--- src/hw/rtl/rpn_stack_calculator_unit_defines.svh ---
// assertion macros shared by the rpn calculator rtl
// each macro assumes clk and rst_n in the enclosing module
`ifndef RPN_STACK_CALCULATOR_UNIT_DEFINES_SVH
`define RPN_STACK_CALCULATOR_UNIT_DEFINES_SVH

`ifndef ASSERT_OFF
// condition holds at every edge out of reset
`define RPN_ASSERT_ALWAYS(label, cond) \
    label: assert property (@(posedge clk) disable iff (!rst_n) (cond)) \
        else $error("rpn assertion failed");
// consequent holds in the same cycle as the antecedent
`define RPN_ASSERT_IMPL(label, ante, cons) \
    label: assert property (@(posedge clk) disable iff (!rst_n) (ante) |-> (cons)) \
        else $error("rpn assertion failed");
// consequent holds in the cycle after the antecedent
`define RPN_ASSERT_NEXT(label, ante, cons) \
    label: assert property (@(posedge clk) disable iff (!rst_n) (ante) |=> (cons)) \
        else $error("rpn assertion failed");
`else
`define RPN_ASSERT_ALWAYS(label, cond)
`define RPN_ASSERT_IMPL(label, ante, cons)
`define RPN_ASSERT_NEXT(label, ante, cons)
`endif

`endif

--- src/hw/rtl/rpn_pkg.sv ---
`default_nettype none

package rpn_pkg;

    // signed q16.16 value
    typedef logic signed [31:0] q16_t;

    // command codes
    localparam logic [3:0] CMD_PUSH      = 4'd0;
    localparam logic [3:0] CMD_ADD       = 4'd1;
    localparam logic [3:0] CMD_SUB       = 4'd2;
    localparam logic [3:0] CMD_MUL       = 4'd3;
    localparam logic [3:0] CMD_DIV       = 4'd4;
    localparam logic [3:0] CMD_REM       = 4'd5;
    localparam logic [3:0] CMD_SHOW      = 4'd6;
    localparam logic [3:0] CMD_DUP       = 4'd7;
    localparam logic [3:0] CMD_SWAP      = 4'd8;
    localparam logic [3:0] CMD_CLEAR     = 4'd9;
    localparam logic [3:0] CMD_POP_PRINT = 4'd10;

    // status codes
    localparam logic [1:0] ST_OK    = 2'd0;
    localparam logic [1:0] ST_EMPTY = 2'd1;
    localparam logic [1:0] ST_DIV0  = 2'd2;
    localparam logic [1:0] ST_FULL  = 2'd3;

    // saturation limits
    localparam q16_t Q_MAX = 32'sh7FFF_FFFF;
    localparam q16_t Q_MIN = 32'sh8000_0000;

    // sequencer to arithmetic unit
    typedef struct packed {
        logic       start;
        logic [3:0] op;
    } alu_ctrl_t;

    // arithmetic unit back to sequencer
    typedef struct packed {
        logic done;
        logic div_zero;
    } alu_stat_t;

endpackage

`default_nettype wire

--- src/hw/rtl/rpn_alu.sv ---
`default_nettype none
`include "rpn_stack_calculator_unit_defines.svh"

module rpn_alu
(
    input  wire logic                clk,
    input  wire logic                rst_n,
    input  wire rpn_pkg::alu_ctrl_t  ctrl,
    input  wire rpn_pkg::q16_t       a,
    input  wire rpn_pkg::q16_t       b,
    output rpn_pkg::alu_stat_t       stat,
    output rpn_pkg::q16_t            result
);

    localparam logic [1:0] A_IDLE = 2'd0;
    localparam logic [1:0] A_MUL  = 2'd1;
    localparam logic [1:0] A_DIV  = 2'd2;
    localparam logic [1:0] A_FIX  = 2'd3;

    // divide runs over 48 dividend bits, remainder over the upper 32 that hold the magnitude of a
    localparam logic [5:0] DIV_LAST = 6'd47;
    localparam logic [5:0] REM_LAST = 6'd31;

    localparam logic [47:0] QUO_NEG_LIM = 48'h0000_8000_0000;
    localparam logic [47:0] QUO_POS_LIM = 48'h0000_7FFF_FFFF;

    logic [1:0]           state_reg,  state_next;
    logic                 done_reg,   done_next;
    logic                 dz_reg,     dz_next;
    rpn_pkg::q16_t        result_reg, result_next;
    logic signed [63:0]   prod_reg,   prod_next;
    logic [31:0]          rem_reg,    rem_next;
    logic [47:0]          quo_reg,    quo_next;
    logic [31:0]          dvs_reg,    dvs_next;
    logic [5:0]           cnt_reg,    cnt_next;
    logic                 neg_q_reg,  neg_q_next;
    logic                 neg_r_reg,  neg_r_next;
    logic                 is_rem_reg, is_rem_next;

    logic [32:0]          add_sum;
    logic [32:0]          sub_diff;
    logic [31:0]          abs_a;
    logic [31:0]          abs_b;
    logic [47:0]          mul_sh;
    logic                 mul_fits;
    logic [32:0]          trial;
    logic [33:0]          trial_diff;
    logic                 take;

    // operand conditioning, add/sub sums and the product range check
    always_comb
    begin
        add_sum  = {a[31], a} + {b[31], b};
        sub_diff = {a[31], a} - {b[31], b};
        abs_a    = a[31] ? (~a + 32'd1) : a;
        abs_b    = b[31] ? (~b + 32'd1) : b;
        mul_sh   = prod_reg[63:16];
        mul_fits = (&mul_sh[47:31]) | (~|mul_sh[47:31]);
    end

    // one restoring divide step
    always_comb
    begin
        trial      = {rem_reg, quo_reg[47]};
        trial_diff = {1'b0, trial} - {2'b00, dvs_reg};
        take       = ~trial_diff[33];
    end

    // sequencing of the shared unit
    always_comb
    begin
        state_next  = state_reg;
        done_next   = 1'b0;
        dz_next     = dz_reg;
        result_next = result_reg;
        prod_next   = prod_reg;
        rem_next    = rem_reg;
        quo_next    = quo_reg;
        dvs_next    = dvs_reg;
        cnt_next    = cnt_reg;
        neg_q_next  = neg_q_reg;
        neg_r_next  = neg_r_reg;
        is_rem_next = is_rem_reg;

        unique case (state_reg)
            A_IDLE:
            begin
                if (ctrl.start)
                begin
                    dz_next = 1'b0;
                    case (ctrl.op) inside
                        rpn_pkg::CMD_ADD:
                        begin
                            result_next = (add_sum[32] != add_sum[31])
                                        ? (add_sum[32] ? rpn_pkg::Q_MIN : rpn_pkg::Q_MAX)
                                        : add_sum[31:0];
                            done_next   = 1'b1;
                        end
                        rpn_pkg::CMD_SUB:
                        begin
                            result_next = (sub_diff[32] != sub_diff[31])
                                        ? (sub_diff[32] ? rpn_pkg::Q_MIN : rpn_pkg::Q_MAX)
                                        : sub_diff[31:0];
                            done_next   = 1'b1;
                        end
                        rpn_pkg::CMD_MUL:
                        begin
                            prod_next  = a * b;
                            state_next = A_MUL;
                        end
                        rpn_pkg::CMD_DIV, rpn_pkg::CMD_REM:
                        begin
                            if (b == 32'sd0)
                            begin
                                result_next = 32'sd0;
                                dz_next     = 1'b1;
                                done_next   = 1'b1;
                            end
                            else
                            begin
                                rem_next    = 32'd0;
                                quo_next    = {abs_a, 16'd0};
                                dvs_next    = abs_b;
                                neg_q_next  = a[31] ^ b[31];
                                neg_r_next  = a[31];
                                is_rem_next = (ctrl.op == rpn_pkg::CMD_REM);
                                cnt_next    = (ctrl.op == rpn_pkg::CMD_REM) ? REM_LAST
                                                                            : DIV_LAST;
                                state_next  = A_DIV;
                            end
                        end
                        default:
                        begin
                            result_next = 32'sd0;
                            done_next   = 1'b1;
                        end
                    endcase
                end
            end
            A_MUL:
            begin
                // floor shift by 16 then clamp
                result_next = mul_fits ? mul_sh[31:0]
                                       : (mul_sh[47] ? rpn_pkg::Q_MIN : rpn_pkg::Q_MAX);
                done_next   = 1'b1;
                state_next  = A_IDLE;
            end
            A_DIV:
            begin
                rem_next = take ? trial_diff[31:0] : trial[31:0];
                quo_next = {quo_reg[46:0], take};
                cnt_next = cnt_reg - 6'd1;
                if (cnt_reg == 6'd0)
                begin
                    state_next = A_FIX;
                end
            end
            A_FIX:
            begin
                // restore signs, clamp the quotient
                if (is_rem_reg)
                begin
                    result_next = neg_r_reg ? (~rem_reg + 32'd1) : rem_reg;
                end
                else if (neg_q_reg)
                begin
                    result_next = (quo_reg > QUO_NEG_LIM) ? rpn_pkg::Q_MIN
                                                          : (~quo_reg[31:0] + 32'd1);
                end
                else
                begin
                    result_next = (quo_reg > QUO_POS_LIM) ? rpn_pkg::Q_MAX
                                                          : quo_reg[31:0];
                end
                done_next  = 1'b1;
                state_next = A_IDLE;
            end
            default:
            begin
                state_next = A_IDLE;
            end
        endcase
    end

    // control registers
    always_ff @(posedge clk or negedge rst_n)
    begin
        if (!rst_n)
        begin
            state_reg <= A_IDLE;
            done_reg  <= 1'b0;
        end
        else
        begin
            state_reg <= state_next;
            done_reg  <= done_next;
        end
    end

    // datapath registers
    always_ff @(posedge clk)
    begin
        dz_reg     <= dz_next;
        result_reg <= result_next;
        prod_reg   <= prod_next;
        rem_reg    <= rem_next;
        quo_reg    <= quo_next;
        dvs_reg    <= dvs_next;
        cnt_reg    <= cnt_next;
        neg_q_reg  <= neg_q_next;
        neg_r_reg  <= neg_r_next;
        is_rem_reg <= is_rem_next;
    end

    assign stat.done     = done_reg;
    assign stat.div_zero = dz_reg;
    assign result        = result_reg;

    // a new operation only starts on an idle unit
    `RPN_ASSERT_IMPL(a_alu_start_idle, ctrl.start, state_reg == A_IDLE)
    // the finish flag is a single-cycle pulse
    `RPN_ASSERT_NEXT(a_alu_done_pulse, done_reg && !ctrl.start, !done_reg)

endmodule

`default_nettype wire

--- config.mk ---
export PLATFORM = sky130hd
export DESIGN_NAME = rpn_alu
export DESIGN_NICKNAME = d
export VERILOG_FILES = /design/src/hw/rtl/rpn_pkg.sv /design/src/hw/rtl/rpn_alu.sv
export VERILOG_INCLUDE_DIRS = /design/src /design/src/hw/rtl
export SDC_FILE = /design/constraint.sdc
export NUM_CORES = 2
export LEC_CHECK = 0
export ABC_CLOCK_PERIOD_IN_PS = 5000
export BUFFER_PORTS_ARGS = -buffer_cell sky130_fd_sc_hd__buf_2
export CAP_MARGIN = 20
export CORE_MARGIN = 10
export CORE_UTILIZATION = 60
export CTS_CLUSTER_SIZE = 14
export DETAILED_ROUTE_END_ITERATION = 8
export MAX_ROUTING_LAYER = met4
export PLACE_DENSITY = 0.8
export REMOVE_ABC_BUFFERS = 1
export SLEW_MARGIN = 25
export SYNTH_ARGS = -nofsm -noshare
export SYNTH_HDL_FRONTEND = slang
export SYNTH_SLANG_ARGS = --single-unit
--- constraint.sdc ---
create_clock -name clk -period 5 [get_ports clk]
set_input_delay 0.75 -clock clk [delete_from_list [all_inputs] [get_ports clk]]
set_output_delay 0.75 -clock clk [all_outputs]
set_load 0.05 [all_outputs]
[After elaboration in Yosys (flattened, before gate mapping)]
Index checks and enable logic that the tools add are counted.
Word-level totals
  bits in registers: 221
  word-level logic and storage cells: 132
Operators by class
  $add $sub $neg: 8
  $mul: 1
  $lt $le $gt $ge: 2
  equal/unequal tests: 21
  muxes and demuxes: 58
  bitwise operators: 12
  reduce and logical (&&, ||, !) cells: 17
Operators by type and width (number)
  2-to-1 mux 32 bit: 25
  2-to-1 mux 48 bit: 6
  adder 32 x 1 -> 32 bit, second input constant: 4
  inverter 32 bit: 4
  one-hot mux 32 bit (3 select lines): 1
  one-hot mux 48 bit (2 select lines): 1
  multiplier 32 x 32 -> 64 bit: 1
  one-hot mux 32 bit (2 select lines): 1
  greater-than comparator 48 x 31 -> 1 bit, second input constant: 1
  greater-than comparator 48 x 32 -> 1 bit, second input constant: 1
  2-to-1 mux 6 bit: 7
  subtractor 33 x 32 -> 34 bit: 1
  adder 32 x 32 -> 33 bit: 1
  subtractor 32 x 32 -> 33 bit: 1
  zero test 32 bit: 1
  2-to-1 mux 31 bit: 1
  AND reduction 17 bit: 1
  OR reduction 17 bit: 1
  2-to-1 mux 2 bit: 7
  AND reduction 7 bit: 2
  != test 2 bit, second input constant: 6
  one-hot mux 6 bit (2 select lines): 1
  == test 4 x 2 -> 1 bit, second input constant: 2
  == test 4 x 3 -> 1 bit, second input constant: 2
  other kinds (27): 40

[Logic depth before layout (Yosys ltp)]
  depth after elaboration: 10
  gate-level depth with buffers: 32
  depth with buffers taken out: 29

[Worst setup path before layout]
No wires, ideal clock.
  kind: in2reg
  from: input a[31]
  to: register prod_reg[63] (data pin)
  library setup time: 0.261 ns
  data arrival time: 8.382 ns
  required time: 4.739 ns
  path slack: -3.642 ns
  stages: 28
  buffers on the path: 3
  path through: clkbuf_1 > clkbuf_1 > buf_1 > nand2_1 > inv_1 > fa_1 > inv_1 > fa_1 > inv_1 > fa_1 > fa_1 > inv_1 > fa_1 > inv_1 > fa_1 > inv_1 > fa_1 > inv_1 > fa_1 > ha_1 > nor2b_1 > o21ai_0 > nand2b_1 > a211oi_1 > a211oi_1 > o21a_1 > a211o_1 > xor2_1
Between the ends
  word-level cells in the longest chain between the ends: 1
RTL lines
  start: declaration: line rpn_alu.sv:9  | input wire rpn_pkg::q16_t a,
  multiplier 32 x 32 -> 64 bit: line rpn_alu.sv:108  | prod_next = a * b;
  end signal: assignment: line rpn_alu.sv:205  | prod_reg <= prod_next;
  end: declaration: line rpn_alu.sv:31  | logic signed [63:0] prod_reg, prod_next;
Every way passes these cells.
A chain may end at the register's enable or synchronous reset.

[Worst setup path in the final report]
  from: input a[15]
  to: register prod_reg[60] (data pin)
Same word-level chain as after synthesis.

==> results list <==
* Area of the mapped netlist: 0.0523 sq mm
- Detailed placement ended at an HPWL of 141000 um.
* WS Path Type: in2reg
* Placer's final routability congestion estimate: 1.01
- Library cell used as clock root buffer: clkbuf_16
- The first global-routing pass estimated 266000 um of wire.
- Slew @ Worst Pin: 0.987 ns
- DR DRC count: 0
* Num rows: 108
* Via count of the first global-routing pass: 47.3k
- Fmax: 132 MHz
- Complex-gate fraction of the synthesized area: 0.0926
- Of the total synthesized cell area, the portion taken by AND, OR, NAND and NOR gates is 0.160.
- The die covers 0.0993 sq mm.
- Dpl cell area: 0.0588 sq mm
- Depth of the most critical reg-to-reg path: 13
- Multiplexer area fraction after synthesis: 0.00558
- In the final layout, the share of cells above drive strength 1 is 0.208.
- The total area inside the core boundary comes to 0.0866 sq mm.
- For this configuration, the core starts out at a cell density of 0.604.
- Kind of start point of the critical path: input port
- In the post-route analysis, the smallest setup slack over all paths is -2.55 ns.
- Post-synth EDFFs: 202
* Prevailing post-synth register cell: edfxtp_1
- Yosys top cell by area: fa_1
- Endpoint of the lowest-slack register-to-register path: rem_reg[28]
* First-pass DRT Iterations: 6
- The worst pin sits at a relative slew slack of 0.334.
- Top cells by area in the synthesized netlist: fa_1 (42%), edfxtp_1 (12%), inv_1 (7.9%)
- Final worst clock skew: 0.0251 ns
- Number of sinks on the clock net: 205
- The final reports fail on negative setup slack.
- Vias per cell: 5.98
- Counting every instance in the synthesized netlist gives 5698.
- # IOs: 105
- The die is 315 um wide.
- Entering global routing, the biggest net connects 49 pins.
- The share of synthesized area in the top cell type comes to 0.415.
- CTS H-tree depth: 1
- CP Max Fanout: 11
- Synthesis instantiated 94 different standard cells from the library.
- Setup slack of the worst register-to-register path: 0.64 ns
* Synthesized area per cell: 9.17 sq um
- Among all cell types in the netlist, the one instantiated most often is inv_1.
- Counting flops and latches in the post-synthesis netlist gives 205.
- Fraction of synthesis flops using an asynchronous set or reset pin: 0.0146
* DRT iter0 DRCs: 4254
* Class of the most critical hold timing path: in2async
* Maximum number of buffers from clock root to sink: 3
- The routed design has 177000 um of wire.
- Counting I/O delays and the setup requirement, the final critical path takes 7.55 ns.
* Total via count after detailed routing: 44.7k
- The run finished, with violations left.
- Pins over their slew limit: 0
* Number of port buffers: 104
- Share of the synthesized netlist area taken by xor and xnor gates: 0.0382
- Setup violations remaining at the end of the flow were counted as 48.
* Synthesis-to-finish area growth: 21.0%
- Worst setup slack after placement: -3.53 ns
- The die is 315 um tall.
* Antenna violations before repair: 3
- During synthesis, Yosys emitted a total of 0 warnings.
- Average wire length per cell after detail routing: 23.7 um
- By count the netlist is led by inv_1 (1096), fa_1 (1084), nand2_1 (661), and2_1 (442), clkbuf_1 (296).
* Dominant combinational cell family by area after synthesis: adder cells
* Startpoint of the lowest-slack register-to-register path: quo_reg[47]
* Final net count: 7740
- Total global-route track usage: 0.357
* Design Area, Final: 0.0632 sq mm
- After clock tree synthesis, the clock-pin slew on the worst setup and hold paths is 0.06 ns.
- Fillers: 5863
- Total gr overflow: 0
- Maximum capacitance violations: 0
- Area share of fa/ha/maj cells after synthesis: 0.483
* Setup repair after global routing missed its margin: true
- Part of the Yosys area used for sequential elements: 0.117
* Routed Antenna Nets: 0
* Arrival @ worst endpoint: 7.83 ns
- The number of hold violations in the final report came to 0.
- TritonCTS built the clock tree.
- The worst setup path is captured at a flip-flop.
- Num CTS Buffers: 23
- At the worst endpoint, the required time is 5.28 ns.
- Final cycle utilization of the critical path: 1.51
- Skew-Pair Late Insertion Delay: 0.56 ns
- Final hold analysis gives a worst-case slack of 0.546 ns.
repair_timing:
item | 4_1_cts | 5_1_grt
hold endpoints to repair | 3 | 0
pin swaps | 126 | 184
cloned | 4 | 3
endpoints found under the setup margin | 48 | 48
setup buffers | 53 | 57
hold buffers | 1 | 0
gates resized for setup | 375 | 285
metal layers:
| metal | vias to the layer above | wire [um] | global-route usage |
|---|---|---|---|
| met5 | - | 0 | - |
| met4 | 0 | 12000 | 0.179 |
| met3 | 781 | 19900 | 0.0808 |
| met2 | 2668 | 83100 | 0.568 |
| met1 | 22300 | 62000 | 0.425 |
| li1 | 18900 | - | - |
logic make-up (layout without fill, tap and decap cells):
kind of cell,Yosys count,in the layout
flip-flops,205,205
AO/OA/AOI/OAI,741,741
buffers and inverters,1426,2048
multiplexers,29,29
other,0,7
AND/OR/NAND/NOR,1701,1701
XOR/XNOR,228,228
adder cells (fa/ha/maj),1368,1368
worst max-delay path, stage by stage:
cell	delay [ns]
buf_6	0.15
and2_1	0.18
fa_1	0.59
fa_1	0.46
fa_1	0.53
inv_1	0.06
fa_1	0.49
inv_1	0.06
fa_1	0.47
fa_2	0.59
fa_1	0.43
fa_1	0.49
ha_4	0.30
nand4_1	0.14
or3_4	0.40
o221a_4	0.28
o211ai_1	0.26
o211ai_1	0.15
buf_4	0.18
a211oi_2	0.21
buf_4	0.17
o21a_1	0.18
buf_6	0.13
a21oi_2	0.05
xnor2_1	0.12
cell usage in the layout (no fill, tap or decap), types with 22 or more instances in the layout:
cell type  instances
edfxtp_1         202
nor2_1           239
nand3_1           36
buf_6             83
ha_4              44
o21ai_0          155
nand2b_1          37
buf_8             24
buf_2             50
a21oi_1          173
o31ai_1           31
xor2_1            89
buf_12            75
nand2_1          645
clkbuf_16         26
buf_4            655
fa_2              71
fa_1            1013
a21oi_2           23
nor3_1            60
a21o_1            69
and2_1           423
nor2b_1           29
xnor2_1          129
and3_1            24
inv_2             62
inv_1           1031
ha_1             228
nand4_1           27
mux2i_1           28
o21bai_1          27
a211oi_1          22
through the flow:
| stage | setup TNS (ns) | cells | utilization |
|---|---|---|---|
| floorplan | -198.04 | 5374 | - |
| global placement | -143.84 | 7327 | 0.679 |
| detailed placement | -146.64 | 7327 | 0.679 |
| CTS | -88.16 | 7427 | 0.712 |
| global route | -102.57 | 7478 | 0.730 |
| finish | -95.87 | 7482 | 0.730 |
cell type report:
cell class | instances | area (sq um) | area share
Multi-Input combinational cell | 4067 | 42400 | 0.670
Clock buffer | 26 | 587 | 0.00928
Tap cell | 1155 | 1450 | 0.0228
Clock inverter | 16 | 188 | 0.00297
Timing Repair Buffer | 904 | 8320 | 0.131
Antenna cell | 7 | 17.5 | 0.000277
Sequential cell | 205 | 6140 | 0.0971
Inverter | 1102 | 4160 | 0.0658
worst max-delay path by stage:
stage	from	to	slack, ns
floorplan	a[31]	prod_reg[63]	-3.08
finish	a[15]	prod_reg[60]	-2.55
CTS	b[3]	prod_reg[61]	-2.35
global route	b[10]	prod_reg[57]	-2.72
global placement	b[9]	prod_reg[56]	-3.44
detailed placement	b[9]	prod_reg[56]	-3.53
Power is not shown: default switching activity piles up to over one toggle a cycle in this logic, so the estimate is an artifact.
